### config.mk
export PLATFORM = sky130hd
export DESIGN_NAME = substring_search_unit
export DESIGN_NICKNAME = d
export VERILOG_FILES = /design/src/design/ssu_pkg.sv /design/src/design/ssu_cell.sv /design/src/design/ssu_track.sv /design/src/design/substring_search_unit.sv
export SDC_FILE = /design/constraint.sdc
export NUM_CORES = 1
export LEC_CHECK = 0
export ABC_AREA = 1
export BUFFER_PORTS_ARGS = -buffer_cell sky130_fd_sc_hd__buf_2
export CAP_MARGIN = 20
export CORE_ASPECT_RATIO = 1.5
export CORE_MARGIN = 2
export CORE_UTILIZATION = 40
export DETAILED_ROUTE_END_ITERATION = 8
export SLEW_MARGIN = 20
export SYNTH_ARGS = -nofsm -noshare
export SYNTH_HDL_FRONTEND = slang
export SYNTH_SLANG_ARGS = --single-unit
### constraint.sdc
create_clock -name aclk -period 5.5 [get_ports aclk]
set_clock_uncertainty 0.15 [all_clocks]
set_input_delay 1.375 -clock aclk [delete_from_list [all_inputs] [get_ports aclk]]
set_output_delay 1.375 -clock aclk [all_outputs]
set_load 0.01 [all_outputs]
### src/design/ssu_pkg.sv
// Shared types and constants for the substring search unit.
`default_nettype none
package ssu_pkg;

    localparam int DATA_W     = 8;
    localparam int SLOT_W     = 4;
    localparam int LEN_CFG_W  = 5;
    localparam int MODE_W     = 2;
    localparam int CFG_DATA_W = 5;
    localparam int CFG_IDX_W  = 1;
    localparam int POS_OUT_W  = 16;
    localparam int CNT_W      = 17;

    localparam logic [CNT_W-1:0] CNT_TOP = {CNT_W{1'b1}};

    localparam logic CMD_LOAD = 1'b0;
    localparam logic CMD_TEXT = 1'b1;

    localparam logic [MODE_W-1:0] MODE_FIRST = 2'd0;
    localparam logic [MODE_W-1:0] MODE_LAST  = 2'd1;
    localparam logic [MODE_W-1:0] MODE_COUNT = 2'd2;

    localparam logic [CFG_IDX_W-1:0] REG_PATTERN_LENGTH = 1'd0;
    localparam logic [CFG_IDX_W-1:0] REG_SEARCH_MODE    = 1'd1;

    typedef struct packed {
        logic              load;
        logic              step;
        logic              clear;
        logic [SLOT_W-1:0] slot;
        logic [DATA_W-1:0] data;
    } cell_ctrl_t;

    typedef struct packed {
        logic                 found;
        logic [POS_OUT_W-1:0] match_position;
        logic [CNT_W-1:0]     match_count;
    } res_t;

endpackage
`default_nettype wire

### src/design/ssu_cell.sv
// One match cell: a pattern byte and the partial-match bit for its prefix.
`default_nettype none
module ssu_cell
    import ssu_pkg::*;
#(
    parameter int K = 0
) (
    input  wire logic       aclk,
    input  wire logic       aresetn,
    input  wire cell_ctrl_t ctrl,
    input  wire logic       en,
    input  wire logic       prev_in,
    output logic            hit_next,
    output logic            chain_out
);

    logic [DATA_W-1:0] pat_reg;
    logic              chain_reg;

    always_ff @(posedge aclk) begin
        if (ctrl.load && (int'(ctrl.slot) == K)) begin
            pat_reg <= ctrl.data;
        end
    end

    assign hit_next = en & prev_in & (pat_reg == ctrl.data);

    always_ff @(posedge aclk) begin
        if (!aresetn) begin
            chain_reg <= 1'b0;
        end else if (ctrl.step) begin
            chain_reg <= ctrl.clear ? 1'b0 : hit_next;
        end
    end

    assign chain_out = chain_reg;

endmodule
`default_nettype wire

### src/design/ssu_track.sv
// Occurrence tracker: text position, first/last start, count and result.
`default_nettype none
module ssu_track
    import ssu_pkg::*;
#(
    parameter int TEXT_MAX = 65536,
    parameter int LW       = 5
) (
    input  wire logic              aclk,
    input  wire logic              aresetn,
    input  wire logic              step,
    input  wire logic              last,
    input  wire logic              full,
    input  wire logic [LW-1:0]     act_len,
    input  wire logic [MODE_W-1:0] mode,
    output res_t                   res
);

    localparam int POS_W = $clog2(TEXT_MAX);
    localparam int PW1   = POS_W + 1;

    logic [POS_W-1:0] pos_reg, pos_next;
    logic [POS_W-1:0] first_reg, first_next;
    logic [POS_W-1:0] lastp_reg, lastp_next;
    logic             any_reg, any_next;
    logic [CNT_W-1:0] cnt_reg, cnt_next;
    logic [PW1-1:0]   nxt_reg, nxt_next;

    logic [PW1-1:0]   cur1;
    logic [PW1-1:0]   lenx;
    logic [PW1-1:0]   start_w;
    logic [POS_W-1:0] start;
    logic [POS_W-1:0] pos_sel;
    logic             hit;
    logic             take;

    always_comb begin
        cur1       = {1'b0, pos_reg} + PW1'(1);
        lenx       = PW1'(act_len);
        hit        = full && (cur1 >= lenx);
        start_w    = cur1 - lenx;
        start      = start_w[POS_W-1:0];
        take       = hit && (start_w >= nxt_reg);
        first_next = (hit && !any_reg) ? start : first_reg;
        lastp_next = hit ? start : lastp_reg;
        any_next   = any_reg | hit;
        cnt_next   = (take && (cnt_reg != CNT_TOP)) ? cnt_reg + CNT_W'(1) : cnt_reg;
        nxt_next   = take ? cur1 : nxt_reg;
        pos_next   = (cur1 < PW1'(TEXT_MAX)) ? cur1[POS_W-1:0] : POS_W'(TEXT_MAX - 1);

        pos_sel    = (mode == MODE_LAST) ? lastp_next : first_next;
        res.found  = any_next;
        if (mode == MODE_COUNT) begin
            res.match_position = '0;
            res.match_count    = cnt_next;
        end else begin
            res.match_position = any_next ? POS_OUT_W'(pos_sel) : '0;
            res.match_count    = '0;
        end
    end

    always_ff @(posedge aclk) begin
        if (!aresetn) begin
            pos_reg   <= '0;
            first_reg <= '0;
            lastp_reg <= '0;
            any_reg   <= 1'b0;
            cnt_reg   <= '0;
            nxt_reg   <= '0;
        end else if (step) begin
            if (last) begin
                pos_reg   <= '0;
                first_reg <= '0;
                lastp_reg <= '0;
                any_reg   <= 1'b0;
                cnt_reg   <= '0;
                nxt_reg   <= '0;
            end else begin
                pos_reg   <= pos_next;
                first_reg <= first_next;
                lastp_reg <= lastp_next;
                any_reg   <= any_next;
                cnt_reg   <= cnt_next;
                nxt_reg   <= nxt_next;
            end
        end
    end

endmodule
`default_nettype wire

### src/design/substring_search_unit.sv
// Top level of the streaming substring search unit.
//
//   channel  dir  handshake          payload
//   s_       in   s_valid/s_ready    command, byte_value, pattern_slot, text_end
//   m_       out  m_valid/m_ready    found, match_position, match_count
//   cfg_     in   cfg_we             cfg_addr, cfg_wdata
//
// One input transfer per cycle while s_ready is high; the cell row compares every prefix in parallel.
// The result of a final text byte is registered on its transfer, into the output entry or the second entry.
// A two-entry output buffer keeps s_ready high while one result waits.
// s_ready drops only while both output entries are full.
// Reset (aresetn low, synchronous) clears match bits, tracker and buffer;
// pattern bytes hold no reset value.
`default_nettype none
module substring_search_unit
    import ssu_pkg::*;
#(
    parameter int PATTERN_MAX = 16,
    parameter int TEXT_MAX    = 65536
) (
    input  wire logic                  aclk,
    input  wire logic                  aresetn,
    input  wire logic                  cfg_we,
    input  wire logic [CFG_IDX_W-1:0]  cfg_addr,
    input  wire logic [CFG_DATA_W-1:0] cfg_wdata,
    input  wire logic                  s_valid,
    output logic                       s_ready,
    input  wire logic                  s_command,
    input  wire logic [DATA_W-1:0]     s_byte_value,
    input  wire logic [SLOT_W-1:0]     s_pattern_slot,
    input  wire logic                  s_text_end,
    output logic                       m_valid,
    input  wire logic                  m_ready,
    output logic                       m_found,
    output logic [POS_OUT_W-1:0]       m_match_position,
    output logic [CNT_W-1:0]           m_match_count
);

    localparam int LW = ($clog2(PATTERN_MAX + 1) > LEN_CFG_W) ?
                        $clog2(PATTERN_MAX + 1) : LEN_CFG_W;

    logic [LEN_CFG_W-1:0] len_reg;
    logic [MODE_W-1:0]    mode_reg;
    logic [LW-1:0]        len_ext;
    logic [LW-1:0]        act_len;

    cell_ctrl_t             ctrl;
    logic                   s_xfer;
    logic [PATTERN_MAX-1:0] en;
    logic [PATTERN_MAX-1:0] last_mask;
    logic [PATTERN_MAX-1:0] hit_next;
    logic [PATTERN_MAX-1:0] chain;
    logic                   full;
    res_t                   res;

    res_t out_reg, skid_reg;
    logic out_valid_reg, skid_valid_reg;
    logic push, pop;

    always_ff @(posedge aclk) begin
        if (!aresetn) begin
            len_reg  <= LEN_CFG_W'(1);
            mode_reg <= MODE_FIRST;
        end else if (cfg_we) begin
            case (cfg_addr)
                REG_PATTERN_LENGTH: len_reg  <= cfg_wdata[LEN_CFG_W-1:0];
                REG_SEARCH_MODE:    mode_reg <= cfg_wdata[MODE_W-1:0];
                default: ;
            endcase
        end
    end

    always_comb begin
        len_ext = LW'(len_reg);
        if (len_ext == '0) begin
            act_len = LW'(1);
        end else if (len_ext > LW'(PATTERN_MAX)) begin
            act_len = LW'(PATTERN_MAX);
        end else begin
            act_len = len_ext;
        end
    end

    assign s_ready    = ~skid_valid_reg;
    assign s_xfer     = s_valid & s_ready;
    assign ctrl.load  = s_xfer & (s_command == CMD_LOAD);
    assign ctrl.step  = s_xfer & (s_command == CMD_TEXT);
    assign ctrl.clear = s_text_end;
    assign ctrl.slot  = s_pattern_slot;
    assign ctrl.data  = s_byte_value;

    for (genvar k = 0; k < PATTERN_MAX; k++) begin : g_cell
        logic prev;
        if (k == 0) begin : g_head
            assign prev = 1'b1;
        end else begin : g_body
            assign prev = chain[k-1];
        end
        assign en[k]        = (LW'(k) < act_len);
        assign last_mask[k] = (LW'(k + 1) == act_len);

        ssu_cell #(
            .K(k)
        ) u_cell (
            .aclk     (aclk),
            .aresetn  (aresetn),
            .ctrl     (ctrl),
            .en       (en[k]),
            .prev_in  (prev),
            .hit_next (hit_next[k]),
            .chain_out(chain[k])
        );
    end

    assign full = |(hit_next & last_mask);

    ssu_track #(
        .TEXT_MAX(TEXT_MAX),
        .LW      (LW)
    ) u_track (
        .aclk   (aclk),
        .aresetn(aresetn),
        .step   (ctrl.step),
        .last   (s_text_end),
        .full   (full),
        .act_len(act_len),
        .mode   (mode_reg),
        .res    (res)
    );

    assign push = ctrl.step & s_text_end;
    assign pop  = out_valid_reg & m_ready;

    always_ff @(posedge aclk) begin
        if (!aresetn) begin
            out_valid_reg  <= 1'b0;
            skid_valid_reg <= 1'b0;
        end else if (skid_valid_reg) begin
            if (pop) begin
                skid_valid_reg <= 1'b0;
            end
        end else if (push) begin
            if (out_valid_reg && !pop) begin
                skid_valid_reg <= 1'b1;
            end else begin
                out_valid_reg <= 1'b1;
            end
        end else if (pop) begin
            out_valid_reg <= 1'b0;
        end
    end

    always_ff @(posedge aclk) begin
        if (skid_valid_reg) begin
            if (pop) begin
                out_reg <= skid_reg;
            end
        end else if (push) begin
            if (out_valid_reg && !pop) begin
                skid_reg <= res;
            end else begin
                out_reg <= res;
            end
        end
    end

    assign m_valid          = out_valid_reg;
    assign m_found          = out_reg.found;
    assign m_match_position = out_reg.match_position;
    assign m_match_count    = out_reg.match_count;

endmodule
`default_nettype wire

Word level (Yosys, flattened, before mapping):

Cells that the tools add are included.

* register bits after elaboration: 303
* bits of input ports: 25
* logic and storage cells: 241

* add/sub/neg operators: 3
* magnitude comparators: 20
* eq/ne operators: 53
* multiplexer cells: 42
* bitwise gates (word level): 41
* reduce and logical (&&, ||, !) cells: 35

Operator list (number)
* $mux W34: 4
* $eq A8 B8 Y1: 16
* $mux W16: 8
* $mux W17: 4
* $eq A4 B5 Y1 const A: 8
* $lt A4 B5 Y1 const A: 8
* $and A1 B1 Y1: 36
* $mux W33: 1
* $eq A4 B4 Y1 const B: 8
* $mux W1: 23
* $logic_and A1 B1 Y1: 21
* $eq A3 B5 Y1 const A: 4
* $lt A3 B5 Y1 const A: 4
* $add A16 B1 Y17 const B: 1
* $add A17 B1 Y17 const B: 1
* $ge A17 B17 Y1: 1
* $ge A17 B5 Y1: 1
* $lt A17 B17 Y1 const B: 1
* $ne A17 B17 Y1 const B: 1
* $sub A17 B5 Y17: 1
* $and A16 B16 Y16: 1
* $eq A4 B3 Y1 const B: 4
* $reduce_or A16 Y1: 1
* $eq A2 B5 Y1 const A: 2
* other kinds (20): 34

Longest topological paths before layout:

* depth after elaboration: 17
* gate-level depth with buffers: 29
* depth with buffers taken out: 27

Modules after synthesis:

From an unflattened synthesis, not the netlist that was laid out.

* cell total of the unflattened synthesis: 2333
* area total of the unflattened synthesis: 17389.2 um^2

Modules (own cells, without submodules)
* ssu_track: times used 1, cells each 953, area an instance 5848.1 um^2
* ssu_cell (g_cell[10].u_cell ...): times used 8, cells each 66, area an instance 515.5 um^2
* substring_search_unit: times used 1, cells each 316, area an instance 3279.4 um^2
* ssu_cell (g_cell[11].u_cell ...): times used 3, cells each 67, area an instance 515.5 um^2
* ssu_cell (g_cell[1].u_cell ...): times used 2, cells each 67, area an instance 519.2 um^2
* ssu_cell (g_cell[4].u_cell ...): times used 2, cells each 67, area an instance 518.0 um^2
* ssu_cell (g_cell[0].u_cell): times used 1, cells each 67, area an instance 516.7 um^2

Worst setup path after synthesis:

No wires, ideal clock.

* path kind: input to register
* start: input port s_command
* end: register skid_valid_reg
* setup time: 82 ps
* arrival time: 4379 ps
* data required time: 5268 ps
* path slack: 889 ps
* cell stages on the path: 6
* path buffers: 0
* cell sequence: nand3_1 > nor2_1 > inv_1 > nor3_1 > o21ai_0 > a31oi_1

* word-level cells in the longest chain between the ends: 4

RTL lines
* start, declared: line substring_search_unit.sv:28 `input wire logic s_command,`
* $and A1 B1 Y1: line substring_search_unit.sv:87 `assign ctrl.step = s_xfer & (s_command == CMD_TEXT);`
* $and A1 B1 Y1: line substring_search_unit.sv:131 `assign push = ctrl.step & s_text_end;`
* $mux W1: line substring_search_unit.sv:142 `end else if (push) begin`
* $mux W1: line substring_search_unit.sv:138 `end else if (skid_valid_reg) begin`
* end signal, assigned: line substring_search_unit.sv:137 `skid_valid_reg <= 1'b0;`
* end signal, assigned: line substring_search_unit.sv:140 `skid_valid_reg <= 1'b0;`
* end signal, assigned: line substring_search_unit.sv:144 `skid_valid_reg <= 1'b1;`
* end, declared: line substring_search_unit.sv:57 `logic out_valid_reg, skid_valid_reg;`

No other way between the ends.
A chain may end at the register's enable or synchronous reset.

Worst setup path after layout:

* start: register len_reg[1], in the netlist len_ext[1]
* end: register out_reg (netlist bit m_match_count[10]), data pin

* word-level cells in the longest chain between the ends: 16
* elaborated cells between the ends (all ways): 80

RTL lines
* start, declared: line substring_search_unit.sv:42 `logic [LEN_CFG_W-1:0] len_reg;`
* start signal, assigned: line substring_search_unit.sv:66 `REG_PATTERN_LENGTH: len_reg <= cfg_wdata[LEN_CFG_W-1:0];`
* $gt A5 B5 Y1: line substring_search_unit.sv:77 `end else if (len_ext > LW'(PATTERN_MAX)) begin`
* $mux W5: line substring_search_unit.sv:77
* $mux W5 (*): line substring_search_unit.sv:75 `if (len_ext == '0) begin`
* branches (longest 6 deep; another with $sub A17 B5 Y17)
* $logic_and A1 B1 Y1 (*): line ssu_track.sv:43 `take = hit && (start_w >= nxt_reg);`
* $logic_and A1 B1 Y1 (*): line ssu_track.sv:47 `cnt_next = (take && (cnt_reg != CNT_TOP)) ? cnt_reg + CNT_W'(1) : cnt_reg;`
* $mux W17 (*): line ssu_track.sv:47
* $mux W33 (*): line ssu_track.sv:53 `if (mode == MODE_COUNT) begin`
* $mux W34 (*): line substring_search_unit.sv:159 `if (out_valid_reg && !pop) begin`
* $mux W34 (*): line substring_search_unit.sv:158 `end else if (push) begin`
* $mux W34 (*): line substring_search_unit.sv:154 `if (skid_valid_reg) begin`
* end signal, assigned: line substring_search_unit.sv:156 `out_reg <= skid_reg;`
* end signal, assigned: line substring_search_unit.sv:162 `out_reg <= res;`
* end, declared: line substring_search_unit.sv:56 `res_t out_reg, skid_reg;`

Every way passes the cells marked *. The select of a mux whose other input is x is not followed.

==> results by group <==
Outcome
  • Run status: finished clean

Worst hold path
  • Worst hold path depth: 2
  • Hold Path Origin: u_track.lastp_reg[9]
  • Endpoint, Worst Hold: u_track.lastp_reg[9]
  • HP Class: reg -> reg

Critical path
  • CP peak stage delay: 420 ps
  • Worst Path Max Fanout: 13
  • Crit path DAT: 5230 ps
  • Reg2reg end: m_match_count[10]
  • CP bufs+invs: 4
  • R2r worst-path depth: 26
  • Launch point of the worst reg-to-reg path: len_ext[1]
  • Crit-path leading delay family: simple AND/OR/NAND/NOR gates
  • CP most frequent cell: nand2_1
  • CP max stage cell: dfxtp_1
  • Worst Path Required: 5670 ps
  • Crit end category: flip-flop
  • CP startpoint kind: flip-flop
  • Setup CP Type: reg -> reg
  • Reg2reg setup slack: 430 ps

Floorplan
  • Num rows: 90
  • Starting Density: 40.5%
  • Width of the die: 169 microns
  • Ports: 61
  • Die area: 42400 sq um
  • Die height: 251 microns
  • Core Area: 40200 sq um

Global route
  • Initial antenna violation count: 0
  • Gr usage total: 19.1%
  • Largest net degree at the start of global routing: 79
  • Overflow after GRT: 0
  • First-pass GRT wire length: 65400 microns
  • Vias in the first global route: 12.8k

Synthesis
  • Post-synthesis mux area share: 0%
  • Post-Synth XOR/XNOR Area: 4.51%
  • Async S/R FF share, synth: 0%
  • Largest area contributor in the netlist: edfxtp_1
  • Yosys top cell area share: 36.1%
  • Adder-cell share of the synthesized area: 2.04%
  • Sequential fraction of the synthesis area: 49.3%
  • Post-synthesis simple-gate area fraction: 30.8%
  • EDFF count, synth: 196
  • Main combinational cell family by area after synthesis: simple AND/OR/NAND/NOR gates
  • Leading register cell type out of synthesis: edfxtp_1
  • Top cells by area, synth: edfxtp_1 36%, nand2_1 14%, dfxtp_1 13%
  • Yosys reg bits: 303
  • Avg Cell Area, Syn: 8.18 sq um
  • Synth cell types: 46
  • Syn nets: 2042
  • Ys Warns: 0
  • Mapped Area: 16300 sq um
  • Compound-Gate Fraction of Synth Area: 5.59%
  • Cells after Synth: 1991

Power and ir drop
  • Total Power: 5.10 mW
  • Combinational power share: 9.1%
  • Psw: 1.26 mW
  • Sw frac: 24.8%
  • Pleak: 7.45 nW
  • Clock power frac: 43.1%
  • Maximum vdd drop: 0.000245 V
  • Power density cells: 282 nW/um^2
  • Design internal power: 3.84 mW
  • Sequential group share of total power: 47.8%

Finish
  • Final cell count without fillers: 2553
  • Filler instances: 3914
  • Largest register FFs: 128
  • Number of diodes: 0
  • Fraction of layout cells with a size suffix above 1: 10.9%
  • Finished Cell Area: 18100 sq um
  • P&R area growth vs syn: 11.2%
  • Post-layout net count: 2074

Placement
  • IO buf count: 60
  • Estimated wirelength of the detail-placed design: 27400 microns
  • Placed cell count: 2492
  • Dpl cell area: 17000 sq um
  • GPL Wtd Cong: 0.892

Clock tree
  • CTS tree: done
  • CTS Buffer Depth: 3
  • Clk_lat worst skew: 590 ps
  • Clock buffer count from CTS: 30
  • Max H-tree Level: 1
  • Root Buffer: clkbuf_16
  • Clk sinks: 303
  • Clk slew on worst S/H paths: 70 ps

Routing
  • Starting DRT DRC Count: 830
  • Final wirelength: 40600 microns
  • Via total after detailed routing: 13.1k
  • First-pass detailed-route iteration total: 5
  • DRC Markers: 0
  • Post-route ant nets: 0
  • Vias per cell: 5.15
  • WL/cell: 15.9 microns

Run
  • Number of max-cap violations: 0

Timing
  • Tightest Pin Transition: 1040 ps
  • Final setup fails: 0
  • Min cycle time layout: 5070 ps
  • Fin crit share: 92.1%
  • Fin. Hold Viols: 0
  • Max Slew Vio Count: 0
  • Setup TNS: 0 ps
  • Worst hold slack: 314 ps
  • Fmax achieved: 0.197 GHz
  • RSZ-0062 raised after global routing: no
  • Slew HR: 30.4%
[through the flow]
step	worst slack, ps	util, %
after floorplan	889	-
after global placement	284	42.2
after detailed placement	126	42.2
after CTS	113	44.8
after global routing	28.1	45.0
final	434	45.0
[area by class of cell]
cell class                      instances  area [sq um]  share of cell area (%)
Sequential cell                       303          8030                    44.4
Tap cell                              506           633                    3.50
Inverter                              217           817                    4.51
Clock inverter                         17           230                    1.27
Multi-Input combinational cell       1382          7030                    38.8
Timing Repair Buffer                   89           547                    3.02
Clock buffer                           39           815                    4.50
[cells in the final DEF, fill, tap and decap left out, drive strengths merged]
cell      Yosys  routed
o21ai        50      50
fa            1       1
dfxtp       107     107
nor4          5       5
buf          45      89
nand3       173     173
clkinvlp      0       3
nand4        84      84
clkbuf       44      39
and3         18      18
ha           25      25
nor3b         4       4
a31oi         3       3
a21o          1       1
xor2         61      61
o21a          1       1
or2           4       4
bufinv        0       5
o21bai        2       2
inv         213     213
edfxtp      196     196
nor2        172     172
o211ai        2       2
nand2       620     620
a21boi        2       2
nand3b        4       4
nor3         14      14
clkinv        4      13
xnor2        22      22
a21oi       114     114
[layer usage]
layer	share of wire (%)	track usage [%]	vias to the layer above
met4	3.6	7.86	0
met1	42	22.4	6174
met5	0	0	-
li1	-	-	6595
met3	3.4	1.84	79
met2	51	35.4	294
[cell families (layout without fill, tap and decap cells)]
logic type	Yosys count	after routing
buf+inv	306	362
flops	303	303
xor+xnor	83	83
simple gates	1098	1098
compound gates	175	175
fa+ha+maj	26	26
[power by group through the flow]
stage	registers [mW]	clock network, mW	logic [mW]
floorplan	2.49	0	0.318
global placement	2.49	0	0.458
global route	2.44	2.32	0.518
CTS	2.44	2.26	0.465
detailed placement	2.49	0	0.464
finish	2.44	2.20	0.466
[worst max-delay path by stage]
stage	start	cells past startpoint	endpoint	slack [ps]
5_1_grt	u_track.pos_reg[0]	26	m_match_count[16]	30
6_report	len_ext[1]	26	m_match_count[10]	430
3_3_place_gp	u_track.pos_reg[0]	26	m_match_count[6]	280
2_1_floorplan	s_command	6	skid_valid_reg	890
4_1_cts	u_track.pos_reg[0]	26	m_match_count[2]	110
3_5_place_dp	u_track.pos_reg[0]	26	m_match_count[2]	130
[timing repair]
| action | 4_1_cts | 5_1_grt |
|---|---|---|
| hold buffers | 0 | 0 |
| gates resized for setup | 0 | 3 |
| endpoints found under the setup margin | 0 | 68 |
| buffers inserted | 0 | 5 |
[tightest hold or removal path, stage by stage, from the launching register on]
cell and delay (ps):
dfxtp_1 310, nand2_1 60, a21oi_1 50
[cells in the mapped netlist (all sizes together) (44+ instances only)]
library cell / number
a21oi: 114
buf: 45
clkbuf: 44
dfxtp: 107
edfxtp: 196
inv: 213
nand2: 620
nand3: 173
nand4: 84
nor2: 172
o21ai: 50
xor2: 61
Note: power is estimated with default switching activity, not from simulation.
